[src/design/cll_pkg.sv]
// Shared types, codes and defaults for the circular list block.
`default_nettype none
package cll_pkg;

    localparam int DEF_CAPACITY    = 16;
    localparam int DEF_VALUE_WIDTH = 32;
    localparam int CMD_W           = 3;
    localparam int STATUS_W        = 2;
    localparam int IO_VALUE_W      = 32;
    localparam int IO_COUNT_W      = 5;

    typedef enum logic [CMD_W-1:0] {
        CMD_INS_TAIL = 3'd0,
        CMD_INS_HEAD = 3'd1,
        CMD_FIRST    = 3'd2,
        CMD_NEXT     = 3'd3,
        CMD_REMOVE   = 3'd4,
        CMD_COUNT    = 3'd5
    } cmd_t;

    typedef enum logic [STATUS_W-1:0] {
        ST_OK        = 2'd0,
        ST_EMPTY     = 2'd1,
        ST_FULL      = 2'd2,
        ST_NO_CURSOR = 2'd3
    } status_t;

    typedef enum logic [1:0] {
        S_IDLE,
        S_EXEC,
        S_EXEC2,
        S_FINISH
    } state_t;

    // controller to datapath
    typedef struct packed {
        logic capture;
        logic exec;
        logic exec2;
        logic finish;
    } ctrl_cmd_t;

    // datapath to controller
    typedef struct packed {
        logic second_read;
    } dp_status_t;

endpackage
`default_nettype wire

[src/design/cll_ctrl.sv]
// Sequencing state machine and result handshake for the circular list block.
`default_nettype none
module cll_ctrl (
    input  wire logic               aclk,
    input  wire logic               aresetn,
    input  wire logic               s_valid,
    output logic                    s_ready,
    output logic                    m_valid,
    input  wire logic               m_ready,
    input  wire cll_pkg::dp_status_t dp_status,
    output cll_pkg::ctrl_cmd_t      ctrl_cmd
);

    cll_pkg::state_t state_reg, state_next;
    logic            out_valid_reg, out_valid_next;
    logic            fire;

    always_ff @(posedge aclk) begin
        if (!aresetn) begin
            state_reg     <= cll_pkg::S_IDLE;
            out_valid_reg <= 1'b0;
        end else begin
            state_reg     <= state_next;
            out_valid_reg <= out_valid_next;
        end
    end

    assign fire = (state_reg == cll_pkg::S_FINISH) && (!out_valid_reg || m_ready);

    // next state
    always_comb begin
        state_next = state_reg;
        case (state_reg)
            cll_pkg::S_IDLE: begin
                if (s_valid) state_next = cll_pkg::S_EXEC;
            end
            cll_pkg::S_EXEC: begin
                state_next = dp_status.second_read ? cll_pkg::S_EXEC2 : cll_pkg::S_FINISH;
            end
            cll_pkg::S_EXEC2: begin
                state_next = cll_pkg::S_FINISH;
            end
            cll_pkg::S_FINISH: begin
                if (fire) state_next = cll_pkg::S_IDLE;
            end
            default: begin
                state_next = cll_pkg::S_IDLE;
            end
        endcase
    end

    // outputs
    always_comb begin
        s_ready          = (state_reg == cll_pkg::S_IDLE);
        ctrl_cmd.capture = s_valid && (state_reg == cll_pkg::S_IDLE);
        ctrl_cmd.exec    = (state_reg == cll_pkg::S_EXEC);
        ctrl_cmd.exec2   = (state_reg == cll_pkg::S_EXEC2);
        ctrl_cmd.finish  = fire;
        if (fire)
            out_valid_next = 1'b1;
        else if (m_ready)
            out_valid_next = 1'b0;
        else
            out_valid_next = out_valid_reg;
    end

    assign m_valid = out_valid_reg;

`ifndef SYNTH
    a_fire_gives_result: assert property (@(posedge aclk) disable iff (!aresetn)
        fire |=> m_valid)
        else $error("finished command did not raise m_valid");
`endif

endmodule
`default_nettype wire

[src/design/cll_dp.sv]
// List state, node pool memories and result registers for the circular list block.
`default_nettype none
module cll_dp #(
    parameter int CAPACITY    = cll_pkg::DEF_CAPACITY,
    parameter int VALUE_WIDTH = cll_pkg::DEF_VALUE_WIDTH
) (
    input  wire logic                                aclk,
    input  wire logic                                aresetn,
    input  wire cll_pkg::ctrl_cmd_t                  ctrl_cmd,
    output cll_pkg::dp_status_t                      dp_status,
    input  wire logic [cll_pkg::CMD_W-1:0]           s_cmd,
    input  wire logic signed [cll_pkg::IO_VALUE_W-1:0] s_value_in,
    output logic [cll_pkg::STATUS_W-1:0]             m_status,
    output logic signed [cll_pkg::IO_VALUE_W-1:0]    m_value_out,
    output logic [cll_pkg::IO_COUNT_W-1:0]           m_element_count
);

    localparam int IW = $clog2(CAPACITY);
    localparam int PW = $clog2(CAPACITY + 1);
    localparam int VW = VALUE_WIDTH;
    localparam int OW = cll_pkg::IO_VALUE_W;
    localparam int CW = cll_pkg::IO_COUNT_W;
    localparam logic [PW-1:0] NIL = PW'(CAPACITY);
    localparam logic [PW-1:0] ONE = PW'(1);

    // pool memories
    logic [PW-1:0] link_mem [CAPACITY];
    logic [VW-1:0] val_mem  [CAPACITY];

    logic [PW-1:0] link_rd_reg;
    logic [VW-1:0] val_rd_reg;

    // command and list registers
    logic [cll_pkg::CMD_W-1:0] cmd_reg;
    logic [OW-1:0]             vin_reg;
    logic [PW-1:0] tail_reg, tail_next;
    logic [PW-1:0] head_reg, head_next;
    logic [PW-1:0] cur_reg, cur_next;
    logic [PW-1:0] prev_reg, prev_next;
    logic [PW-1:0] free_reg, free_next;
    logic [PW-1:0] fresh_reg, fresh_next;
    logic [PW-1:0] count_reg, count_next;

    logic [cll_pkg::STATUS_W-1:0] status_reg;
    logic [OW-1:0]                value_out_reg;
    logic [CW-1:0]                ecount_reg;

    // memory port controls
    logic          link_we, link_re, val_we, val_re;
    logic [IW-1:0] link_wa, link_ra, val_wa, val_ra;
    logic [PW-1:0] link_wd;
    logic [VW-1:0] val_wd;

    logic [cll_pkg::STATUS_W-1:0] status_c;
    logic                         ok, empty, is_ins, is_first, is_next, is_remove;
    logic [VW+OW-1:0]             vin_ext;
    logic [VW+OW-1:0]             rd_ext;
    logic [PW+CW-1:0]             cnt_ext;
    logic [OW-1:0]                value_c;

    always_comb begin
        is_ins    = (cmd_reg == cll_pkg::CMD_INS_TAIL) || (cmd_reg == cll_pkg::CMD_INS_HEAD);
        is_first  = (cmd_reg == cll_pkg::CMD_FIRST);
        is_next   = (cmd_reg == cll_pkg::CMD_NEXT);
        is_remove = (cmd_reg == cll_pkg::CMD_REMOVE);
        empty     = (tail_reg >= NIL);
        status_c  = cll_pkg::ST_OK;
        if (is_ins) begin
            if ((count_reg >= NIL) || (free_reg >= NIL)) status_c = cll_pkg::ST_FULL;
        end else if (is_first) begin
            if (empty) status_c = cll_pkg::ST_EMPTY;
        end else if (is_next) begin
            if (empty)
                status_c = cll_pkg::ST_EMPTY;
            else if (cur_reg >= NIL)
                status_c = cll_pkg::ST_NO_CURSOR;
        end else if (is_remove) begin
            if (empty)
                status_c = cll_pkg::ST_EMPTY;
            else if ((cur_reg >= NIL) || (prev_reg >= NIL))
                status_c = cll_pkg::ST_NO_CURSOR;
        end
        ok = (status_c == cll_pkg::ST_OK);
        dp_status.second_read = is_next && ok;
        vin_ext = {{VW{1'b0}}, vin_reg};
        rd_ext  = {{OW{val_rd_reg[VW-1]}}, val_rd_reg};
    end

    // memory accesses and next state
    always_comb begin
        link_we    = 1'b0;
        link_re    = 1'b0;
        val_we     = 1'b0;
        val_re     = 1'b0;
        link_wa    = free_reg[IW-1:0];
        link_ra    = free_reg[IW-1:0];
        val_wa     = free_reg[IW-1:0];
        val_ra     = head_reg[IW-1:0];
        link_wd    = free_reg;
        val_wd     = vin_ext[VW-1:0];
        tail_next  = tail_reg;
        head_next  = head_reg;
        cur_next   = cur_reg;
        prev_next  = prev_reg;
        free_next  = free_reg;
        fresh_next = fresh_reg;
        count_next = count_reg;
        value_c    = '0;

        if (ctrl_cmd.exec && ok) begin
            if (is_ins) begin
                // store value, read free successor, hook new node behind the tail
                val_we  = 1'b1;
                link_re = 1'b1;
                link_we = !empty;
                link_wa = tail_reg[IW-1:0];
                link_wd = free_reg;
            end else if (is_first) begin
                val_re = 1'b1;
                val_ra = head_reg[IW-1:0];
            end else if (is_next) begin
                link_re = 1'b1;
                link_ra = cur_reg[IW-1:0];
            end else if (is_remove) begin
                // read-first port: old link comes back while the node joins the free chain
                link_re = 1'b1;
                link_ra = cur_reg[IW-1:0];
                val_re  = 1'b1;
                val_ra  = cur_reg[IW-1:0];
                link_we = 1'b1;
                link_wa = cur_reg[IW-1:0];
                link_wd = free_reg;
            end
        end

        if (ctrl_cmd.exec2) begin
            val_re = 1'b1;
            val_ra = link_rd_reg[IW-1:0];
        end

        if (ctrl_cmd.finish && ok) begin
            if (is_ins) begin
                link_we = 1'b1;
                link_wa = free_reg[IW-1:0];
                link_wd = empty ? free_reg : head_reg;
                if (free_reg == fresh_reg) begin
                    free_next  = free_reg + ONE;
                    fresh_next = free_reg + ONE;
                end else begin
                    free_next = link_rd_reg;
                end
                if (empty) begin
                    tail_next = free_reg;
                    head_next = free_reg;
                end else begin
                    if ((prev_reg == tail_reg) && (cur_reg < NIL)) prev_next = free_reg;
                    if (cmd_reg == cll_pkg::CMD_INS_TAIL)
                        tail_next = free_reg;
                    else
                        head_next = free_reg;
                end
                count_next = count_reg + ONE;
            end else if (is_first) begin
                prev_next = tail_reg;
                cur_next  = head_reg;
                value_c   = rd_ext[OW-1:0];
            end else if (is_next) begin
                prev_next = cur_reg;
                cur_next  = link_rd_reg;
                value_c   = rd_ext[OW-1:0];
            end else if (is_remove) begin
                value_c = rd_ext[OW-1:0];
                if (cur_reg == tail_reg)
                    tail_next = (link_rd_reg == cur_reg) ? NIL : prev_reg;
                if (link_rd_reg != cur_reg) begin
                    link_we = 1'b1;
                    link_wa = prev_reg[IW-1:0];
                    link_wd = link_rd_reg;
                end
                if (cur_reg == head_reg) head_next = link_rd_reg;
                cur_next   = (link_rd_reg == cur_reg) ? NIL : prev_reg;
                prev_next  = NIL;
                free_next  = cur_reg;
                count_next = count_reg - ONE;
            end
        end
        cnt_ext = {{CW{1'b0}}, count_next};
    end

    always_ff @(posedge aclk) begin
        if (link_we) link_mem[link_wa] <= link_wd;
        if (link_re) link_rd_reg <= link_mem[link_ra];
        if (val_we) val_mem[val_wa] <= val_wd;
        if (val_re) val_rd_reg <= val_mem[val_ra];
    end

    always_ff @(posedge aclk) begin
        if (!aresetn) begin
            tail_reg  <= NIL;
            head_reg  <= '0;
            cur_reg   <= NIL;
            prev_reg  <= NIL;
            free_reg  <= '0;
            fresh_reg <= '0;
            count_reg <= '0;
        end else if (ctrl_cmd.finish) begin
            tail_reg  <= tail_next;
            head_reg  <= head_next;
            cur_reg   <= cur_next;
            prev_reg  <= prev_next;
            free_reg  <= free_next;
            fresh_reg <= fresh_next;
            count_reg <= count_next;
        end
    end

    // captured command and result payload
    always_ff @(posedge aclk) begin
        if (ctrl_cmd.capture) begin
            cmd_reg <= s_cmd;
            vin_reg <= s_value_in;
        end
        if (ctrl_cmd.finish) begin
            status_reg    <= status_c;
            value_out_reg <= value_c;
            ecount_reg    <= cnt_ext[CW-1:0];
        end
    end

    assign m_status        = status_reg;
    assign m_value_out     = value_out_reg;
    assign m_element_count = ecount_reg;

`ifndef SYNTH
    a_count_range: assert property (@(posedge aclk) disable iff (!aresetn)
        count_reg <= NIL)
        else $error("element count above capacity");
    a_empty_matches_count: assert property (@(posedge aclk) disable iff (!aresetn)
        (tail_reg == NIL) == (count_reg == '0))
        else $error("tail marker disagrees with element count");
    a_full_no_free: assert property (@(posedge aclk) disable iff (!aresetn)
        (count_reg == NIL) |-> (free_reg == NIL))
        else $error("full pool still has a free node");
    a_cursor_needs_list: assert property (@(posedge aclk) disable iff (!aresetn)
        (cur_reg != NIL) |-> (tail_reg != NIL))
        else $error("cursor held on an empty list");
`endif

endmodule
`default_nettype wire

[src/design/circular_list_with_cursor_top.sv]
// Top level of the circular singly linked list with traversal cursor.
//
// Usage:
//   Input channel (s_valid/s_ready, s_cmd, s_value_in) takes one command per
//   transfer: insert at tail or head, move cursor to first or next element,
//   remove the element under the cursor, or read the element count. Codes 6
//   and 7 behave as count.
//   Result channel (m_valid/m_ready, m_status, m_value_out, m_element_count)
//   returns exactly one result per command, in order.
//   Sequencing: each command passes an exec step and a finish step (next adds
//   a second exec step, as it reads the link and then the value from the
//   node memories, one after the other). A new command is taken only once
//   the block is back in idle. The result is registered in the finish step.
//   Stall: the result sits in an output register; a new command is taken
//   while it waits, and the block holds that command's finish step until the
//   pending result is transferred.
//   Reset (aresetn low, synchronous) empties the list, clears the cursor and
//   rebuilds the free chain at once; the node pool needs no clearing pass.
`default_nettype none
module circular_list_with_cursor_top #(
    parameter int CAPACITY    = cll_pkg::DEF_CAPACITY,
    parameter int VALUE_WIDTH = cll_pkg::DEF_VALUE_WIDTH
) (
    input  wire logic                                  aclk,
    input  wire logic                                  aresetn,
    input  wire logic                                  s_valid,
    output logic                                       s_ready,
    input  wire logic [cll_pkg::CMD_W-1:0]             s_cmd,
    input  wire logic signed [cll_pkg::IO_VALUE_W-1:0] s_value_in,
    output logic                                       m_valid,
    input  wire logic                                  m_ready,
    output logic [cll_pkg::STATUS_W-1:0]               m_status,
    output logic signed [cll_pkg::IO_VALUE_W-1:0]      m_value_out,
    output logic [cll_pkg::IO_COUNT_W-1:0]             m_element_count
);

    cll_pkg::ctrl_cmd_t  ctrl_cmd;
    cll_pkg::dp_status_t dp_status;

    // sequencing and handshake
    cll_ctrl u_ctrl (
        .aclk      (aclk),
        .aresetn   (aresetn),
        .s_valid   (s_valid),
        .s_ready   (s_ready),
        .m_valid   (m_valid),
        .m_ready   (m_ready),
        .dp_status (dp_status),
        .ctrl_cmd  (ctrl_cmd)
    );

    // list state, node pool and result payload
    cll_dp #(
        .CAPACITY    (CAPACITY),
        .VALUE_WIDTH (VALUE_WIDTH)
    ) u_dp (
        .aclk            (aclk),
        .aresetn         (aresetn),
        .ctrl_cmd        (ctrl_cmd),
        .dp_status       (dp_status),
        .s_cmd           (s_cmd),
        .s_value_in      (s_value_in),
        .m_status        (m_status),
        .m_value_out     (m_value_out),
        .m_element_count (m_element_count)
    );

endmodule
`default_nettype wire

[config.mk]
export PLATFORM = sky130hd
export DESIGN_NAME = circular_list_with_cursor_top
export DESIGN_NICKNAME = d
export VERILOG_FILES = /design/src/design/cll_pkg.sv /design/src/design/cll_ctrl.sv /design/src/design/cll_dp.sv /design/src/design/circular_list_with_cursor_top.sv
export SDC_FILE = /design/constraint.sdc
export NUM_CORES = 1
export LEC_CHECK = 0
export BUFFER_PORTS_ARGS = -buffer_cell sky130_fd_sc_hd__buf_2
export CORE_MARGIN = 2
export CORE_UTILIZATION = 30
export CTS_CLUSTER_DIAMETER = 50
export DETAILED_ROUTE_END_ITERATION = 7
export SYNTH_ARGS = -nofsm -noshare
export SYNTH_HDL_FRONTEND = slang
export SYNTH_SLANG_ARGS = --single-unit
[constraint.sdc]
create_clock -name aclk -period 6.8 [get_ports aclk]
set_clock_uncertainty 0.1 [all_clocks]
set_input_delay 0.34 -clock aclk [delete_from_list [all_inputs] [get_ports aclk]]
set_output_delay 0.34 -clock aclk [all_outputs]
set_load 0.03 [all_outputs]
==> impl_metrics.env <==
export IMPL_wl_per_cell_um=21.6
export IMPL_floorplan_die_area_mm2=0.103
export IMPL_clk_pin_slew_ps=60
export IMPL_ctsHoldBuffers=37
export IMPL_synth_area_leaders="edfxtp_1 (70%), mux2i_1 (5.1%), nand2_1 (4.7%)"
export IMPL_overflow=0
export IMPL_max_freq_mhz=208
export IMPL_vias=18200
export IMPL_syn_inst=2109
export IMPL_synth_nets=2160
export IMPL_critPathRequiredTime_ps=7040
export IMPL_cts_buffers=78
export IMPL_drt_wl_total_mm=77.1
export IMPL_async_flop_share_pct=0
export IMPL_clockRootBuffer="clkbuf_16"
export IMPL_seq_power_share_pct=45.1
export IMPL_grt_max_degree=187
export IMPL_power_switching_share_pct=29.8
export IMPL_ys_types=66
export IMPL_reg_top3="u_dp.val_mem x512, u_dp.link_mem x80"
export IMPL_dp_slack_ps=2040
export IMPL_ys_seq_area_share_pct=72.7
export IMPL_finalCritPeriodShare_pct=70.8
export IMPL_insertion_delay_ps=630
export IMPL_relSlewSlack_pct=25.5
export IMPL_rsz0062_at_grt="no"
export IMPL_synth_top_area_share_pct=70.1
export IMPL_ys_seq_elements=741
export IMPL_grt_usage_pct=14.7
export IMPL_syn_to_final_growth_pct=16.4
export IMPL_fin_crit_ps=4820
export IMPL_pwr_share_clk_pct=34.6
export IMPL_synth_commonest_cells="edfxtp_1 (703), nand2_1 (379), mux2i_1 (152), a21oi_1 (112), nor2_1 (92)"
export IMPL_largest_reg_flops=512
export IMPL_ir_drop_mv=0.395
export IMPL_dpl_hpwl_mm=42.3
export IMPL_setup_violations=0
export IMPL_ctsResizeCount=0
export IMPL_hold_violations=0
export IMPL_combPwrFrac_pct=20.3
export IMPL_n_antenna_cell=0
export IMPL_synth_edf_count=703
export IMPL_clock_sinks=741
export IMPL_drv_slew=0
export IMPL_routed_via_density=5.08
export IMPL_grt_pass1_vias=17800
export IMPL_ys_flop_type="edfxtp_1"
export IMPL_setup_slack_ps=1980
export IMPL_drt_iter0_markers=1862
export IMPL_synth_area_per_cell_um2=14.3
export IMPL_htreeDepth=3
export IMPL_cp_data_arrival_time_ps=5050
export IMPL_drive_above_1_share_pct=12.9
export IMPL_drtPass1Iterations=6
export IMPL_intPower_mw=8.95
export IMPL_cp_start_kind="flop"
export IMPL_crit_fanout=45
export IMPL_hold_class="input port to flop"
export IMPL_powerDensity_mw_per_mm2=364
export IMPL_initial_core_util_pct=30.2
export IMPL_drv_cap=0
export IMPL_fp_coreArea_mm2=0.0997
export IMPL_cts_path_max_buffers=3
export IMPL_syn_area_mm2=0.0301
export IMPL_die_h_um=321
export IMPL_grt_pass1_wl_mm=114
export IMPL_worst_setup_path_type="flop to flop"
export IMPL_outcome="finished, final reports clean"
export IMPL_place_congestion=0.872
export IMPL_worst_pin_slew_ps=1120
export IMPL_numPortBuffers=79
export IMPL_final_nets=2262
export IMPL_cts_setup_buffers=0
export IMPL_fp_row_count=116
export IMPL_antenna_found_initial=1
export IMPL_synth_top_cell_by_area="edfxtp_1"
export IMPL_regMostFlops="u_dp.val_mem"
export IMPL_tns_ps=0
export IMPL_drc=0
export IMPL_power_leakage_nw=12.0
export IMPL_power_switching_mw=3.80
export IMPL_die_w_um=321
export IMPL_ant_nets=0
export IMPL_end_kind="flop"
export IMPL_ioPinCount=80
export IMPL_cts_tree="yes"
export IMPL_synth_most_common_cell="edfxtp_1"
export IMPL_synth_warnings=0
==> final cells by class <==
class                      count  area, um^2
fill                        9353       64700
sequential                   741       21900
multi-input combinational   1219        7700
clock buffer                  94        2120
tap                         1298        1620
timing repair buffer         155        1110
clock inverter                48         552
inverter                      16        60.1
==> power by group through the flow <==
stage | registers [mW] | logic, mW | clock network (mW)
floorplan | 5.75 | 1.84 | 0
finish | 5.75 | 2.59 | 4.41
global placement | 5.83 | 2.53 | 0
detailed placement | 5.84 | 2.57 | 0
CTS | 5.75 | 2.60 | 4.49
global route | 5.78 | 2.82 | 4.67
==> layout by cell type (no fill, tap or decap), types with 5 or more instances in the layout <==
cell type / Yosys / routed
edfxtp_1: 703 / 703
nand2_1: 379 / 378
mux2i_1: 152 / 151
a21oi_1: 112 / 111
clkbuf_16: 0 / 82
buf_2: 38 / 79
nor2_1: 92 / 78
nand3_1: 73 / 73
and2_1: 40 / 38
dfxtp_1: 38 / 38
dlygate4sd3_1: 0 / 37
and3_1: 36 / 36
buf_4: 10 / 35
a211o_1: 33 / 33
o211ai_1: 33 / 33
a32o_1: 32 / 32
a32oi_1: 32 / 32
o21ai_0: 17 / 17
a211oi_1: 17 / 17
nor2b_1: 17 / 16
xor2_1: 16 / 16
nor2_4: 1 / 15
inv_1: 15 / 15
clkinv_2: 0 / 15
xnor2_1: 13 / 13
mux2_2: 13 / 13
ha_1: 12 / 12
clkinv_1: 0 / 11
o22ai_1: 10 / 10
bufinv_16: 0 / 10
clkbuf_1: 69 / 10
nand4_1: 8 / 8
nand2b_1: 7 / 7
nor3_2: 2 / 6
nor3_1: 10 / 6
a22oi_1: 5 / 5
a221o_1: 5 / 5
==> per-layer routing <==
| layer | share of wire, % | vias up | track usage (%) |
|---|---|---|---|
| met3 | 6.7 | 130 | 2.48 |
| met2 | 47 | 716 | 23.7 |
| met5 | 0 | - | 0 |
| met1 | 44 | 9153 | 20.5 |
| li1 | - | 8155 | - |
| met4 | 2.4 | 0 | 4.06 |
==> worst paths after layout <==
| kind | from | to | slack [ps] | cells past startpoint |
|---|---|---|---|---|
| setup / recovery | u_dp.cmd_reg[0] | u_dp.val_rd_reg[8] | 1980 | 10 |
| hold / removal | s_valid | u_ctrl.state_reg[1] | 100 | 5 |
| setup reg to reg | u_dp.cmd_reg[0] | u_dp.val_rd_reg[8] | 1980 | 10 |
| hold reg to reg | u_dp.fresh_reg[4] | u_dp.fresh_reg[4] | 390 | 1 |
==> metrics by stage <==
stage	utilization [%]	power, mW	area, um^2	hold WS (ps)	cells
floorplan	-	7.59	30100	339	2109
global placement	32.1	8.36	32000	376	3392
detailed placement	32.1	8.41	32000	382	3392
CTS	35.1	12.8	35000	61.5	3571
global route	35.1	13.3	35000	132	3571
finish	35.1	12.7	35000	96.3	3571
==> kinds of logic (layout without fill, tap and decap cells) <==
kind of cell / count (synthesis) / count (layout) / share of synthesized area (%)
flip-flops: 741 / 741 / 72.7
AND/OR/NAND/NOR: 679 / 679 / 10.0
AO/OA/AOI/OAI: 333 / 333 / 8.00
multiplexers: 166 / 166 / 5.59
buffers and inverters: 149 / 313 / 2.39
XOR/XNOR: 29 / 29 / 0.844
adder cells (fa/ha/maj): 12 / 12 / 0.499
==> worst max-delay path, cell delays in order, from the launching register on <==
cell and delay (ps):
edfxtp_1 960, or3b_1 660, nor2_4 90, o22ai_4 450, and3_1 240, a211o_1 170
and2_4 760, buf_4 480, nand3_1 110, a32oi_1 280, o211ai_1 150
No activity file was read; power rests on OpenSTA's default activity.
